`config.mk`:
```
export PLATFORM = sky130hd
export DESIGN_NAME = pvss_ctrl
export DESIGN_NICKNAME = d
export VERILOG_FILES = /design/src/hdl/pvss_pkg.sv /design/src/hdl/pvss_ctrl.sv
export SDC_FILE = /design/constraint.sdc
export NUM_CORES = 1
export LEC_CHECK = 0
export ABC_AREA = 1
export BUFFER_PORTS_ARGS = -buffer_cell sky130_fd_sc_hd__buf_2
export CORE_AREA = 2 2 39 41
export DETAILED_ROUTE_END_ITERATION = 8
export DIE_AREA = 0 0 41 43
export MAX_ROUTING_LAYER = met4
export SLEW_MARGIN = 5
export SYNTH_ARGS = -nofsm -noshare
export SYNTH_HDL_FRONTEND = slang
export SYNTH_SLANG_ARGS = --single-unit
```
`constraint.sdc`:
```
create_clock -name clk_i -period 2.55 [get_ports clk_i]
set_input_delay 0.255 -clock clk_i [delete_from_list [all_inputs] [get_ports clk_i]]
set_output_delay 0.255 -clock clk_i [all_outputs]
set_load 0.01 [all_outputs]
```
`src/hdl/pvss_pkg.sv`:
```
// Shared types and constants for the packed voxel section store.
`default_nettype none

package pvss_pkg;

  // Field widths of one cell word and of the section counters
  localparam int unsigned ID_W    = 12;
  localparam int unsigned NIB_W   = 4;
  localparam int unsigned EXTRA_W = 8;
  localparam int unsigned WORD_W  = 32;
  localparam int unsigned CNT_W   = 13;
  localparam int unsigned IDX_W   = 12;

  // Cell word layout: extra[31:24] sky[23:20] block light[19:16] meta[15:12] id[11:0]
  localparam logic [WORD_W-1:0] DEFAULT_CELL = 32'h00F0_0000;
  localparam logic [NIB_W-1:0]  SKY_FULL     = 4'hF;

  typedef enum logic [2:0] {
    CMD_READ      = 3'd0,
    CMD_WR_ID     = 3'd1,
    CMD_WR_META   = 3'd2,
    CMD_WR_BLIGHT = 3'd3,
    CMD_WR_SKY    = 3'd4,
    CMD_WR_EXTRA  = 3'd5,
    CMD_WR_BLOCK  = 3'd6
  } cmd_e;

  typedef struct packed {
    logic [2:0]         command;
    logic [3:0]         x;
    logic [7:0]         y;
    logic [3:0]         z;
    logic [ID_W-1:0]    block_id;
    logic [NIB_W-1:0]   metadata;
    logic [NIB_W-1:0]   light_level;
    logic [EXTRA_W-1:0] extra_byte;
  } pvss_in_t;

  typedef struct packed {
    logic [ID_W-1:0]    out_block_id;
    logic [NIB_W-1:0]   out_meta;
    logic [NIB_W-1:0]   out_block_light;
    logic [NIB_W-1:0]   out_sky_light;
    logic [EXTRA_W-1:0] out_extra;
    logic               section_present;
    logic [CNT_W-1:0]   section_air;
    logic [CNT_W-1:0]   section_high_ids;
  } pvss_out_t;

  // Controller to datapath commands
  typedef struct packed {
    logic clr_wr;   // write the default word at the clear address
    logic load;     // capture an input beat
    logic rd_en;    // reduce the address and read the cell word
    logic commit;   // write back, update the section and load the result
  } pvss_ctl_t;

  // Datapath to controller status
  typedef struct packed {
    logic clear_last;
  } pvss_sts_t;

endpackage

`default_nettype wire

```
`src/hdl/pvss_ctrl.sv`:
```
// Controller state machine of the packed voxel section store.
`default_nettype none

module pvss_ctrl
  import pvss_pkg::*;
(
  input  wire logic      clk_i,
  input  wire logic      rst_ni,
  input  wire logic      in_valid_i,
  output logic           in_ready_o,
  output logic           out_valid_o,
  input  wire logic      out_ready_i,
  input  wire pvss_sts_t sts_i,
  output pvss_ctl_t      ctl_o
);

  localparam logic [1:0] ST_CLEAR = 2'd0;
  localparam logic [1:0] ST_IDLE  = 2'd1;
  localparam logic [1:0] ST_ADDR  = 2'd2;
  localparam logic [1:0] ST_RMW   = 2'd3;

  logic [1:0] state_q, state_d;
  logic       out_vld_q, out_vld_d;
  logic       commit, load, in_rdy;

  // Finish the write-back only when the result register is free or draining
  assign commit = (state_q == ST_RMW) && (!out_vld_q || out_ready_i);
  assign in_rdy = (state_q == ST_IDLE) || commit;
  assign load   = in_valid_i && in_rdy;

  always_comb begin
    state_d = state_q;
    unique case (state_q)
      ST_CLEAR: if (sts_i.clear_last) state_d = ST_IDLE;
      ST_IDLE:  if (load) state_d = ST_ADDR;
      ST_ADDR:  state_d = ST_RMW;
      ST_RMW: begin
        if (commit) state_d = load ? ST_ADDR : ST_IDLE;
      end
      default:  state_d = ST_IDLE;
    endcase
  end

  always_comb begin
    out_vld_d = out_vld_q;
    if (commit) begin
      out_vld_d = 1'b1;
    end else if (out_ready_i) begin
      out_vld_d = 1'b0;
    end
  end

  always_ff @(posedge clk_i or negedge rst_ni) begin
    if (!rst_ni) begin
      state_q   <= ST_CLEAR;
      out_vld_q <= 1'b0;
    end else begin
      state_q   <= state_d;
      out_vld_q <= out_vld_d;
    end
  end

  assign ctl_o.clr_wr = (state_q == ST_CLEAR);
  assign ctl_o.load   = load;
  assign ctl_o.rd_en  = (state_q == ST_ADDR);
  assign ctl_o.commit = commit;

  assign in_ready_o  = in_rdy;
  assign out_valid_o = out_vld_q;

endmodule

`default_nettype wire

```
==> flow_metrics.py, run 1 <==
metrics = {
    "cells_and_area": {
        "fin_nets": 54,
        "syn_to_final_growth_pct": 40.11,
        "instances_no_fill": 64,
        "antenna-diode-count": 0,
        "final_cell_area_um2": 319.1,
        "drive_gt1_frac": 0.3958,
    },
    "critical_path": {
        "cp-start-kind": "register",
        "worstPathArrival_ps": 1200,
        "worst-r2r-cell-count": 6,
        "r2r_setup_slack_ps": 1540,
        "crit_path_end_kind": "primary output",
        "rr_endpoint": "state_q[0]$_DFFE_PN0P_",
        "startpoint": "state_q[0]$_DFFE_PN0P_",
        "crit_path_max_fanout": 7,
        "worstReg2RegStart": "state_q[0]$_DFFE_PN0P_",
        "cp.required_ps": 2300,
        "worstSetupPathType": "reg2out",
    },
    "placement": {
        "io_buffers": 10,
        "hpwl_um": 359.5,
        "dp.cells": 59,
        "dpl_cell_area_um2": 282.8,
        "routabilityCongestion": 0.6450,
    },
    "clocking": {
        "cts-resized-gates": 0,
        "postCtsHoldBufs": 1,
        "cts_tree": "done",
        "cts_sinks": 3,
        "cts.path.max_buffers": 2,
        "ctsRootBufferMaster": "clkbuf_4",
        "cts.clk_slew.worst_paths_ps": 40,
        "worst_skew_pair.late_latency_ps": 230,
        "post-cts-setup-buffers": 0,
        "htreeDepth": 1,
        "cts_buffers": 3,
    },
    "hold_path": {
        "hp-class": "in2async",
    },
    "timing": {
        "max_freq_mhz": 686.3,
        "max_slew_margin": 0.8676,
        "slew_viol_final": 0,
        "worstMarginPinSlew_ps": 198.6,
        "setup_viol_count_final": 0,
        "period_needed_ps": 1457,
        "tns_ps": 0,
        "skew_ps": 0.9773,
        "rsz0062_at_grt": "no",
        "hold_viol_final": 0,
        "period_share": 0.5714,
    },
    "grt": {
        "grt_pass1_vias": 202,
        "grt_usage": 0.06907,
        "grt_max_degree": 8,
        "grt_overflow": 0,
        "antenna_found_initial": 0,
        "grt_pass1_wl_um": 717,
    },
    "synthesis": {
        "synth.avg_cell_area_um2": 6.506,
        "ys_ff_latch": 3,
        "synth_top_area_cell": "dfrtp_1",
        "async_flop_share": 1.000,
        "yosysMostFrequentCell": "nand2_1",
        "syn-instance-count": 35,
        "yosys.area.top_type_share": 0.3297,
        "ys_warn_count": 0,
        "synth.area.top_cells": "dfrtp_1 33%, nand2_1 15%, inv_1 13%, nand2_2 11%, buf_4 6.6%",
        "synth_flop_cell": "dfrtp_1",
        "synth_edf_count": 0,
        "synth_commonest_cells": "9 x nand2_1, 8 x inv_1, 4 x nand2_2",
        "yosysUniqueCellTypes": 12,
        "synth_seq_area_share": 0.3297,
        "synth_area_um2": 227.7,
        "synth_fp_nets": 40,
    },
    "floorplanning": {
        "ios": 11,
        "die_area_um2": 1763,
        "die_h_um": 43,
        "core-area_um2": 1384,
        "start_util": 0.1646,
        "die_x_um": 41,
        "fp-row-count": 14,
    },
    "flow_run": {
        "maxCapViolCount": 0,
    },
    "drt": {
        "wl_per_cell_um": 6.453,
        "wl_um": 413,
        "drt_iter0_markers": 5,
        "dr.pass1.iters": 2,
        "post-route-drc-count": 0,
        "dr_total_vias": 237,
        "antenna_left": 0,
        "vias_per_cell": 3.703,
    },
    "run_status": {
        "outcome": "complete, no violations",
    },
    "power": {
        "p_leak_nw": 0.2046,
        "power_density_nw_per_um2": 1214,
        "ir_drop_mv": 0.2455,
    },
}
-- critical path, cell delays in order, from the launching register on --
cell and delay, ps:
dfrtp_1 430, nand2_2 120, clkinv_1 70, nand2_2 70, nand2_2 60, nand2_2 60
inv_1 40, buf_2 120
-- per-layer routing --
layer  vias up  share of wire  track usage
li1        128              -            -
met1       106           0.42      0.05825
met2         3           0.55      0.08750
met3         0          0.034      0.04712
met4         0              0      0.08000
met5         -              0            -
-- cells in the final DEF, fill, tap and decap left out --
master         instances
buf_2                 10
nand2_1                9
inv_1                  8
nand2_2                4
clkbuf_4               3
dfrtp_1                3
nor2_2                 2
nand3_1                2
clkinv_1               1
nor2_1                 1
nand3b_1               1
o21ai_0                1
nand4_1                1
clkbuf_1               1
dlygate4sd3_1          1
-- logic make-up after synthesis --
family	share of synthesized area
AOI/OAI and AO/OA	0.02196
buffers and inverters	0.2143
DFF	0.3297
and+or+nand+nor	0.4340
-- layout make-up --
cell class	instances	area, µm²
inverters	9	33.78
repair buffers	11	60.06
well taps	16	20.02
flip-flops and latches	3	75.07
clock buffers	4	26.28
multi-input cells	21	103.9
fillers	171	1065
-- where the power goes --
group	total [mW]	internal, mW	switching [mW]
Clock	0.0823	0.0586	0.0237
Combinational	0.207	0.0827	0.124
Sequential	0.0979	0.0716	0.0263
-- sequential cells by signal (all words and copies together) (netlist names) --
name,cells
out_valid_o,1
state_q,2
-- stage by stage --
step / power [mW] / setup WS [ps] / utilization / hold WS, ps
final: 0.3874 / 1093 / 0.2306 / 347.0
after detailed placement: 0.3090 / 1330 / 0.2043 / 53.58
after floorplan: 0.2566 / 1349 / - / -40.59
after CTS: 0.3967 / 1077 / 0.2306 / 345.2
after global placement: 0.3066 / 1346 / 0.2043 / 53.00
after global routing: 0.4332 / 980.8 / 0.2306 / 363.1
-- how the worst max path moves through the flow --
stage,endpoint,slack (ps),cells after the start
floorplan,ctl_o[2],1350,7
global placement,ctl_o[2],1350,7
detailed placement,ctl_o[2],1330,7
CTS,ctl_o[2],1080,7
global route,ctl_o[2],980,7
finish,ctl_o[2],1090,7
Power figures use the tool's default switching activity.
==> run 2: changes to the inputs <==
Clock period 2.55 ns to 1.5 ns, I/O delays scaled along.
==> flow_metrics.py, run 2 (synthesis results as in run 1) <==
metrics = {
    "clocking": {
        "htreeDepth": 1,
        "cts_buffers": 3,
        "cts-resized-gates": 0,
        "ctsRootBufferMaster": "clkbuf_4",
        "cts.path.max_buffers": 2,
        "postCtsHoldBufs": 1,
        "post-cts-setup-buffers": 0,
        "worst_skew_pair.late_latency_ps": 230,
        "cts_sinks": 3,
        "cts_tree": "done",
        "cts.clk_slew.worst_paths_ps": 40,
    },
    "cells_and_area": {
        "final_cell_mix": "10 x buf_2, 9 x nand2_1, 8 x inv_1, 4 x nand2_2",
        "multi_input_area_um2": 103.9,
        "drive_gt1_frac": 0.3958,
        "num-fill-cells": 168,
        "fin_nets": 54,
        "antenna-diode-count": 0,
        "regArea_um2": 75.07,
        "syn_to_final_growth_pct": 40.11,
        "largest_register_ffs": 2,
        "top_register": "state_q",
        "post-route-util": 0.2306,
        "final_cell_area_um2": 319.1,
        "instances_no_fill": 64,
        "final_common_cell": "buf_2",
    },
    "drt": {
        "wl_per_cell_um": 6.703,
        "dr.pass1.iters": 1,
        "post-route-drc-count": 0,
        "dr_total_vias": 230,
        "wl_um": 429,
        "vias_per_cell": 3.594,
        "drt_iter0_markers": 0,
        "antenna_left": 0,
    },
    "floorplanning": {
        "ios": 11,
        "core-area_um2": 1384,
        "start_util": 0.1646,
        "die_area_um2": 1763,
        "die_x_um": 41,
        "die_h_um": 43,
        "fp-row-count": 14,
    },
    "grt": {
        "grt.busiest_layer": "met2",
        "grt_pass1_vias": 206,
        "grt_pass1_wl_um": 738,
        "grt_overflow": 0,
        "antenna_found_initial": 0,
        "grtUsageMet1": 0.06431,
        "grt_max_degree": 8,
        "use_met2": 0.09375,
        "grt_usage": 0.06687,
        "grt_util_met3": 0.01571,
    },
    "timing": {
        "slew_viol_final": 0,
        "max_freq_mhz": 736.7,
        "max_slew_margin": 0.8594,
        "period_needed_ps": 1357,
        "hold_viol_final": 0,
        "worstMarginPinSlew_ps": 210.9,
        "setup_viol_count_final": 0,
        "tns_ps": 0,
        "rsz0062_at_grt": "no",
        "skew_ps": 0.4946,
        "period_share": 0.9049,
    },
    "hold_path": {
        "hp-class": "in2async",
    },
    "run_status": {
        "outcome": "complete, no violations",
    },
    "critical_path": {
        "worstPathArrival_ps": 1210,
        "path_cells": "nand2_2 > clkinv_1 > nand2_2 > nand2_2 > nand2_2 > inv_1 > buf_2",
        "slowest_delay_ps": 440,
        "r2r_setup_slack_ps": 480,
        "worstSetupPathType": "reg2out",
        "crit_top_cell": "nand2_2",
        "crit_path_end_kind": "primary output",
        "cpMaxStageDelayCell": "dfrtp_1",
        "crit_path_max_fanout": 7,
        "cp-start-kind": "register",
        "cp.required_ps": 1350,
    },
    "placement": {
        "hpwl_um": 367.6,
        "dp.cells": 59,
        "io_buffers": 10,
        "routabilityCongestion": 0.6842,
        "dpl_cell_area_um2": 282.8,
    },
    "power": {
        "ir_drop_mv": 0.3567,
        "power_density_nw_per_um2": 2063,
        "p_leak_nw": 0.2046,
        "total_power_mw": 0.6582,
    },
    "flow_run": {
        "maxCapViolCount": 0,
    },
}
-- run 2: cell counts in the layout (fill, tap and decap cells not counted) --
No cell type changed its count.
-- run 2: area by class of cell --
type / count / share of cell area
multi-input cells: 21 / 0.3255
flip-flops and latches: 3 / 0.2353
repair buffers: 11 / 0.1882
inverters: 9 / 0.1059
clock buffers: 4 / 0.08235
well taps: 16 / 0.06275
-- run 2: worst paths after layout --
path / start / end / cells past startpoint
hold / removal: rst_ni / state_q[1]$_DFFE_PN0P_ / 2
setup reg to reg: state_q[0]$_DFFE_PN0P_ / state_q[0]$_DFFE_PN0P_ / 7
hold reg to reg: out_valid_o$_DFFE_PN0P_ / out_valid_o$_DFFE_PN0P_ / 2
max in group asynchronous: rst_ni / state_q[0]$_DFFE_PN0P_ / 2
setup / recovery: state_q[0]$_DFFE_PN0P_ / ctl_o[2] / 7
min in group clk_i: in_valid_i / state_q[0]$_DFFE_PN0P_ / 4
-- run 2: metrics by stage --
stage          hold WS, ps  setup slack [ps]
2_1_floorplan       -145.6             404.1
3_3_place_gp        -52.97             382.0
3_5_place_dp        -49.07             373.9
4_1_cts              244.5             123.2
5_1_grt              271.3             47.61
6_report             242.6             142.7
-- run 2: layer usage --
| metal | vias to the layer above | wire length (µm) |
|---|---|---|
| met5 | - | 0 |
| met4 | 0 | 0 |
| met3 | 0 | 24 |
| met2 | 5 | 239 |
| met1 | 98 | 164 |
| li1 | 127 | - |
-- run 2: report_power, final --
| part | leakage [nW] | switching (mW) | internal (mW) |
|---|---|---|---|
| Clock | 0.0150 | 0.0399 | 0.0996 |
| Sequential | 0.0370 | 0.0467 | 0.122 |
| Combinational | 0.153 | 0.210 | 0.141 |
-- run 2: critical path, delay by kind of cell, from the launching register on --
kind	cells	cell delay, ps
and+or+nand+nor	4	310
buffers and inverters	3	230
DFF	1	440
